===== config.mk =====
export PLATFORM = sky130hd
export DESIGN_NAME = bit_stream_packer
export DESIGN_NICKNAME = d
export VERILOG_FILES = /design/src/bsp_pkg.sv /design/src/bit_stream_packer.sv
export SDC_FILE = /design/constraint.sdc
export NUM_CORES = 1
export LEC_CHECK = 0
export ABC_AREA = 1
export BUFFER_PORTS_ARGS = -buffer_cell sky130_fd_sc_hd__buf_2
export CORE_MARGIN = 5
export CORE_UTILIZATION = 40
export CTS_CLUSTER_SIZE = 25
export DETAILED_ROUTE_END_ITERATION = 10
export PLACE_DENSITY = 0.6
export SETUP_SLACK_MARGIN = 0.5
export SYNTH_ARGS = -nofsm -noshare
export SYNTH_HDL_FRONTEND = slang
export SYNTH_SLANG_ARGS = --single-unit

===== constraint.sdc =====
create_clock -name clk_i -period 10.2 [get_ports clk_i]
set_input_delay 0 -clock clk_i [delete_from_list [all_inputs] [get_ports clk_i]]
set_output_delay 0 -clock clk_i [all_outputs]
set_load 0.005 [all_outputs]

===== src/bsp_pkg.sv =====
// ---------------------------------------------------------------------------
// bsp_pkg: shared definitions for the bit stream packer
// Operation and status codes, limits and port widths of the packer.
// ---------------------------------------------------------------------------
package bsp_pkg;

  // packet and raw field limits
  localparam int unsigned MaxPacketBytes = 8192;
  localparam int unsigned MaxRawBits     = 32;
  localparam int unsigned RawBitsCap     = (MaxRawBits < 32) ? MaxRawBits : 32;

  // register and field widths
  localparam int unsigned CapW       = 14;
  localparam int unsigned PosW       = 17;
  localparam int unsigned InDataW    = 72;
  localparam int unsigned InUserW    = 3;
  localparam int unsigned OutDataW   = 32;
  localparam int unsigned CapResetVal = 1024;

  // operation codes
  typedef enum logic [2:0] {
    OP_RAW      = 3'd0,
    OP_BND_CHK  = 3'd1,
    OP_BND_WRAP = 3'd2,
    OP_VARINT   = 3'd3,
    OP_END      = 3'd4
  } op_e;

  // result status codes
  typedef enum logic [1:0] {
    ST_OK    = 2'd0,
    ST_ROOM  = 2'd1,
    ST_LIMIT = 2'd2
  } status_e;

endpackage


===== src/bit_stream_packer.sv =====
// ---------------------------------------------------------------------------
// bit_stream_packer: LSB-first bit writer with packed ints
// Packs raw bits, bounded ints, 7-bit group ints and end markers into bytes.
// ---------------------------------------------------------------------------
// An item goes through an input register, is packed combinationally against
// the stream state and lands in a result register holding up to five completed
// bytes. The result port moves one request per cycle while m_axis_tready is
// high: an item that completes k bytes gives max(1, k) results (five at most,
// for a packed int), and a new item is taken every cycle while items give a
// single result each and the result port is not stalled. Capacity writes
// are taken at any time; write them only while the block is idle.
module bit_stream_packer (
  input  logic                          clk_i,
  input  logic                          rst_ni,
  // capacity register write channel
  input  logic                          cfg_valid_i,
  output logic                          cfg_ready_o,
  input  logic [bsp_pkg::CapW-1:0]      cfg_data_i,
  // input stream
  input  logic                          s_axis_tvalid,
  output logic                          s_axis_tready,
  // value [31:0], bit_count [37:32], value_limit [69:38], zero [71:70]
  input  logic [bsp_pkg::InDataW-1:0]   s_axis_tdata,
  // operation [2:0]
  input  logic [bsp_pkg::InUserW-1:0]   s_axis_tuser,
  // result stream
  output logic                          m_axis_tvalid,
  input  logic                          m_axis_tready,
  // out_byte [7:0], status [9:8], end_of_packet [10], bits_written [27:11],
  // zero [31:28]
  output logic [bsp_pkg::OutDataW-1:0]  m_axis_tdata,
  // byte_valid [0]
  output logic                          m_axis_tuser,
  // last_of_item
  output logic                          m_axis_tlast
);
  import bsp_pkg::*;

  // input register
  logic        in_valid_q;
  logic [2:0]  op_q;
  logic [31:0] value_q;
  logic [5:0]  bc_q;
  logic [31:0] lim_q;

  // stream state and capacity
  logic [CapW-1:0] cap_q;
  logic [7:0]      part_q, part_d;
  logic [2:0]      pbc_q, pbc_d;
  logic [PosW-1:0] pos_q, pos_d;

  // result register
  logic            res_valid_q;
  logic [2:0]      rleft_q;
  logic [39:0]     rbytes_q;
  logic            rvld_q;
  logic [1:0]      rstat_q;
  logic            reop_q;
  logic [PosW-1:0] rpos_q;

  // packing datapath
  logic [CapW-1:0] cap_eff;
  logic [PosW-1:0] bit_limit, room;
  logic [5:0]      bc_sat;
  logic [31:0]     raw_bits;
  logic [31:0]     bnd_ok, lim_pow;
  logic [5:0]      bnd_n, bnd_need;
  logic [3:0]      more;
  logic [2:0]      grp_cnt;
  logic [39:0]     vi_bits;
  logic [39:0]     nb;
  logic [5:0]      nbits, need;
  logic            want, ended;
  status_e         status;
  logic [47:0]     acc;
  logic [5:0]      total;
  logic [2:0]      nbytes;
  logic [PosW-1:0] report_pos;

  // handshakes
  logic s_fire, m_fire, last_now, load;

  assign cfg_ready_o = 1'b1;
  assign s_fire   = s_axis_tvalid & s_axis_tready;
  assign m_fire   = res_valid_q & m_axis_tready;
  assign last_now = (rleft_q == 3'd1);
  assign load     = in_valid_q & (~res_valid_q | (m_fire & last_now));
  assign s_axis_tready = ~in_valid_q | load;

  // room left in the packet
  assign cap_eff   = (cap_q > CapW'(MaxPacketBytes)) ? CapW'(MaxPacketBytes) : cap_q;
  assign bit_limit = {cap_eff, 3'b000};
  assign room      = (pos_q >= bit_limit) ? '0 : bit_limit - pos_q;

  // raw bits, count saturated
  assign bc_sat = (bc_q > 6'(RawBitsCap)) ? 6'(RawBitsCap) : bc_q;
  always_comb begin
    for (int i = 0; i < 32; i++) begin
      raw_bits[i] = value_q[i] & (6'(i) < bc_sat);
    end
  end

  // bounded int: bit i is written while prefix sum plus its weight stays below
  // the limit; the flags form a thermometer, so they also mask the value
  always_comb begin
    for (int i = 0; i < 32; i++) begin
      bnd_ok[i]  = ((value_q & ((32'h1 << i) - 32'h1)) | (32'h1 << i)) < lim_q;
      lim_pow[i] = (32'h1 << i) < lim_q;
    end
  end
  assign bnd_n    = 6'($countones(bnd_ok));
  assign bnd_need = 6'($countones(lim_pow));

  // packed int groups, continuation flag in bit 0 of each byte
  assign more[0] = (value_q[31:7]  != '0);
  assign more[1] = (value_q[31:14] != '0);
  assign more[2] = (value_q[31:21] != '0);
  assign more[3] = (value_q[31:28] != '0);
  assign grp_cnt = 3'd1 + 3'($countones(more));
  assign vi_bits = {3'b000, value_q[31:28], 1'b0,
                    value_q[27:21], more[3],
                    value_q[20:14], more[2],
                    value_q[13:7],  more[1],
                    value_q[6:0],   more[0]};

  // operation decode, value and room checks
  always_comb begin
    nb     = '0;
    nbits  = '0;
    need   = '0;
    want   = 1'b0;
    ended  = 1'b0;
    status = ST_OK;
    case (op_q)
      OP_RAW: begin
        want  = 1'b1;
        need  = bc_sat;
        nbits = bc_sat;
        nb    = {8'h00, raw_bits};
      end
      OP_BND_CHK, OP_BND_WRAP: begin
        if ((op_q == OP_BND_CHK) && (value_q >= lim_q)) begin
          status = ST_LIMIT;
        end else begin
          want  = 1'b1;
          need  = bnd_need;
          nbits = bnd_n;
          nb    = {8'h00, value_q & bnd_ok};
        end
      end
      OP_VARINT: begin
        want  = 1'b1;
        need  = {grp_cnt, 3'b000};
        nbits = {grp_cnt, 3'b000};
        nb    = vi_bits;
      end
      OP_END: begin
        want  = 1'b1;
        need  = 6'd1;
        nbits = 6'd1;
        nb    = 40'h1;
        ended = 1'b1;
      end
      default: begin
        want = 1'b0;
      end
    endcase
    // room check, a rejected item writes nothing
    if (want && ({{(PosW-6){1'b0}}, need} > room)) begin
      status = ST_ROOM;
    end
    if (!want || (status != ST_OK)) begin
      nb    = '0;
      nbits = '0;
      ended = 1'b0;
    end
  end

  // merge new bits behind the partial byte
  assign acc        = {40'h0, part_q} | ({8'h00, nb} << pbc_q);
  assign total      = {3'b000, pbc_q} + nbits;
  assign nbytes     = ended ? 3'd1 : total[5:3];
  assign report_pos = pos_q + {{(PosW-6){1'b0}}, nbits};

  // next stream state
  always_comb begin
    if (ended) begin
      part_d = '0;
      pbc_d  = '0;
      pos_d  = '0;
    end else begin
      part_d = acc[{nbytes, 3'b000} +: 8];
      pbc_d  = total[2:0];
      pos_d  = report_pos;
    end
  end

  // control and stream state registers
  always_ff @(posedge clk_i or negedge rst_ni) begin
    if (!rst_ni) begin
      in_valid_q  <= 1'b0;
      res_valid_q <= 1'b0;
      rleft_q     <= '0;
      cap_q       <= CapW'(CapResetVal);
      part_q      <= '0;
      pbc_q       <= '0;
      pos_q       <= '0;
    end else begin
      if (cfg_valid_i) begin
        cap_q <= cfg_data_i;
      end
      if (s_fire) begin
        in_valid_q <= 1'b1;
      end else if (load) begin
        in_valid_q <= 1'b0;
      end
      if (load) begin
        res_valid_q <= 1'b1;
        rleft_q     <= (nbytes == 3'd0) ? 3'd1 : nbytes;
        part_q      <= part_d;
        pbc_q       <= pbc_d;
        pos_q       <= pos_d;
      end else if (m_fire) begin
        if (last_now) begin
          res_valid_q <= 1'b0;
        end
        rleft_q <= rleft_q - 3'd1;
      end
    end
  end

  // input payload register
  always_ff @(posedge clk_i) begin
    if (s_fire) begin
      op_q    <= s_axis_tuser;
      value_q <= s_axis_tdata[31:0];
      bc_q    <= s_axis_tdata[37:32];
      lim_q   <= s_axis_tdata[69:38];
    end
  end

  // result payload register, bytes shift out low first
  always_ff @(posedge clk_i) begin
    if (load) begin
      rbytes_q <= acc[39:0];
      rvld_q   <= (nbytes != 3'd0);
      rstat_q  <= status;
      reop_q   <= ended;
      rpos_q   <= report_pos;
    end else if (m_fire) begin
      rbytes_q <= {8'h00, rbytes_q[39:8]};
    end
  end

  // result port
  assign m_axis_tvalid = res_valid_q;
  assign m_axis_tuser  = rvld_q;
  assign m_axis_tlast  = last_now;
  assign m_axis_tdata  = {4'h0, rpos_q, reop_q & last_now, rstat_q,
                          rvld_q ? rbytes_q[7:0] : 8'h00};

  // bits above the partial count stay clear
  a_partial_clean: assert property (@(posedge clk_i) disable iff (!rst_ni)
    (part_q >> pbc_q) == 8'h00)
    else $error("partial byte holds bits beyond its count");

  // end of packet only on the final byte of an item
  a_eop_last: assert property (@(posedge clk_i) disable iff (!rst_ni)
    (m_axis_tvalid && m_axis_tdata[10]) |-> (m_axis_tlast && m_axis_tuser))
    else $error("end of packet off the final byte");

  // a rejected item gives no byte
  a_reject_nobyte: assert property (@(posedge clk_i) disable iff (!rst_ni)
    (m_axis_tvalid && (m_axis_tdata[9:8] != ST_OK)) |-> (!m_axis_tuser && m_axis_tlast))
    else $error("rejected item produced a byte");

  // an accepted end marker restarts the packet
  a_end_restart: assert property (@(posedge clk_i) disable iff (!rst_ni)
    (load && ended) |=> (pos_q == '0 && pbc_q == 3'd0))
    else $error("packet not restarted after end marker");

endmodule

==> run_results.csv <==
group,metric,value,unit
status,status,"finished, final reports clean",
critical_path,path_class,"register to register",
placed_design,place_congestion,0.951,
synthesis,ys_ff_latch,181,
pwr,power_frac_comb,56.3,%
critical_path,crit_path_max_fanout,10,
synthesis,yosys.area_share.adder,12.9,%
synthesis,yosysSeqAreaShare,33.3,%
clock_tree,cts_made_buffers,17,
sta,clock_skew,0.0256,ns
clock_tree,clock_latency,0.50,ns
critical_path,cp_slowest_cell,"fa_1",
job,maxCapViolCount,0,
hold_path,hp-class,"input pin to async pin",
routing,ant_nets,0,
placed_design,dp_hpwl,38100,µm
floorplan,die_x,208,µm
floorplan,initial_utilization,40.5,%
sta,final-max-slew-violation-count,0,
clock_tree,clk_pin_slew,0.08,ns
clock_tree,cts.sinks,181,
pwr,switchingPower,2.07,mW
synthesis,synth_xor_area_share,1.40,%
synthesis,synth_top_area_cell,"edfxtp_1",
routing,vias,15363,
floorplan,num_rows,72,
synthesis,synthMuxAreaShare,0,%
placed_design,port_buffers,123,
sta,rsz0062_at_grt,"true",
pwr,p_total,4.27,mW
routing,drt_iter0_markers,1290,
pwr,pwr-share-seq,28.1,%
sta,post-route-period-util,91.5,%
pwr,p_leak,8.64,nW
cells_and_area,layout_common_cells,"401 x nand2_1, 331 x nand3_1, 305 x inv_1",
sta,fmax,0.107,GHz
sta,tns,0,ns
global_route,track_usage,23.2,%
routing,wire_per_inst,17.2,µm
clock_tree,clockRootBuffer,"clkbuf_16",
synthesis,synth-simple-area-share,32.0,%
critical_path,arrival,9.75,ns
critical_path,crit_path_end_kind,"register",
clock_tree,htreeDepth,4,
critical_path,critPathLaunchType,"register",
synthesis,yosysTopAreaCellShare,25.7,%
synthesis,synth_cell_types,58,
clock_tree,clockBufferDepth,2,
floorplan,die_area,0.0432,mm²
cells_and_area,drive_gt1_share,13.8,%
global_route,grt_pass1_vias,14749,
cells_and_area,layout_commonest_cell,"nand2_1",
sta,setup_violations,0,
floorplan,die-height,208,µm
routing,routed_via_density,5.34,
critical_path,cp_common_cell,"fa_1",
clock_tree,cts_tree,"built",
pwr,switching_share,48.6,%
pwr,powerDensity,225,mW/mm²
critical_path,path_delay_family,"adder cells",
sta,hold_viol,0,
sta,max_slew.worst_pin.slew,1.13,ns
synthesis,ys_top_cells_by_area,"edfxtp_1 26%, nand3_1 11%, nand2_1 9.8%",
routing,drc,0,
pwr,power_frac_clock,15.5,%
routing,wirelength,49600,µm
global_route,grt_max_degree,63,
synthesis,yosysWarnings,0,
synthesis,synthCells,2114,
synthesis,synth_top_family_by_area,"simple AND/OR/NAND/NOR gates",
critical_path,slowest_delay,0.57,ns
synthesis,synth_compound_area_share,9.98,%
routing,first_pass_iters,7,
cells_and_area,fin_nets,2572,
pwr,peakVddDrop,0.149,mV
global_route,grt.overflow.total,0,
floorplan,core_area,0.0386,mm²
global_route,grt_pass1_wl,80200,µm
synthesis,syn_area,0.0156,mm²
global_route,grt_antenna_before_repair,0,
cells_and_area,area_delta_synth_final,21.3,%
floorplan,ios,131,
sta,slew_headroom,24.4,%
sta,fin_crit,9.33,ns
critical_path,path_buf_inv,4,
critical_path,crit_required,10.62,ns
synthesis,syn_area_per_cell,7.40,µm²
cells_and_area,antennaDiodeCount,0,
pwr,p_int,2.20,mW
==> per-layer routing <==
layer / wire length [µm] / global-route usage, % / vias to the layer above
met2: 23000 / 37.4 / 465
met4: 1080 / 6.91 / 0
met5: 0 / 0 / -
li1: - / - / 7570
met1: 22900 / 32.3 / 7251
met3: 2560 / 3.63 / 77
==> what timing repair did <==
item,CTS,global route
hold buffers,118,0
pin swaps,1,31
setup buffers,2,22
resized for setup,11,74
setup endpoints to repair,21,36
endpoints found under the hold margin,135,0
==> layout make-up <==
cell class | instances | area [µm²]
flip-flops and latches | 181 | 5200
clock buffers | 17 | 425
clock inverters | 15 | 151
multi-input cells | 1525 | 9130
fillers | 3751 | 19700
inverters | 334 | 1270
well taps | 518 | 648
repair buffers | 288 | 2150
==> registers in the layout (all words and copies together) (netlist names) <==
register,flops
pbc_q,3
op_q,3
m_axis_tuser,1
value_q,32
rpos_q,17
cap_q,14
rleft_q,3
lim_q,32
rbytes_q,40
m_axis_tvalid,1
in_valid_q,1
reop_q,1
bc_q,6
part_q,8
rstat_q,2
pos_q,17
==> power by group through the flow <==
stage / registers [mW] / clock network [mW] / logic, mW
after floorplan: 1.15 / 0 / 1.67
after global placement: 1.21 / 0 / 2.21
after detailed placement: 1.21 / 0 / 2.24
after CTS: 1.20 / 0.687 / 2.30
after global routing: 1.22 / 0.716 / 2.72
final: 1.20 / 0.664 / 2.41
==> through the flow <==
| step | hold slack, ns | worst slack [ns] | utilization (%) | cell area [µm²] | cells |
|---|---|---|---|---|---|
| global placement | 0.151 | 0.358 | 43.3 | 16700 | 2704 |
| detailed placement | 0.165 | 0.124 | 43.3 | 16700 | 2704 |
| finish | 0.155 | 0.867 | 49.1 | 19000 | 2878 |
| global route | 0.192 | 0.382 | 49.1 | 19000 | 2878 |
| CTS | 0.140 | 0.468 | 48.0 | 18600 | 2856 |
| floorplan | -0.296 | 0.999 | - | 15700 | 2117 |
==> kinds of logic after synthesis <==
group           Yosys count
flops                   181
other cells               2
simple gates           1092
xor+xnor                 25
fa+ha+maj               131
buf+inv                 411
compound gates          272
==> worst register-to-register path, delay by kind of cell, from the launching register on <==
kind,cells,cell delay [ns]
adder cells (fa/ha/maj),10,4.26
XOR/XNOR,2,0.37
buffers and inverters,4,0.22
AO/OA/AOI/OAI,8,0.97
AND/OR/NAND/NOR,23,2.97
flip-flops,1,0.48
==> path summary, 6_finish.rpt <==
kind,slack (ns),cells after the start,to,start
min in group clk_i,0.21,2,value_q[22],s_axis_tdata[22]
hold / removal,0.15,3,part_q[1],rst_ni
hold reg to reg,0.48,2,part_q[5],part_q[5]
max in group asynchronous,9.60,3,pos_q[2],rst_ni
setup reg to reg,0.87,47,pos_q[15],lim_q[21]
setup / recovery,0.87,47,pos_q[15],lim_q[21]
==> synthesized netlist by cell type, drive strengths merged <==
cell and n:
o211ai 11, a31oi 33, ha 80, a32oi 1
and2 4, nor3 30, a21boi 2, fa 51
dfrtp 46, a211oi 3, a21oi 108, o21bai 4
xnor2 5, nand2 428, dfstp 1, clkbuf 41
nor4 9, edfxtp 134, nand3b 5, buf 36
a22oi 1, a31o 1, a21o 4, o21a 3
nand4 69, o22ai 4, a41oi 3, nor2 201
clkinv 7, o21ai 82, inv 327, conb 2
xor2 20, or2 5, o2111ai 7, o31ai 5
nand3 341
Power figures use the tool's default switching activity.
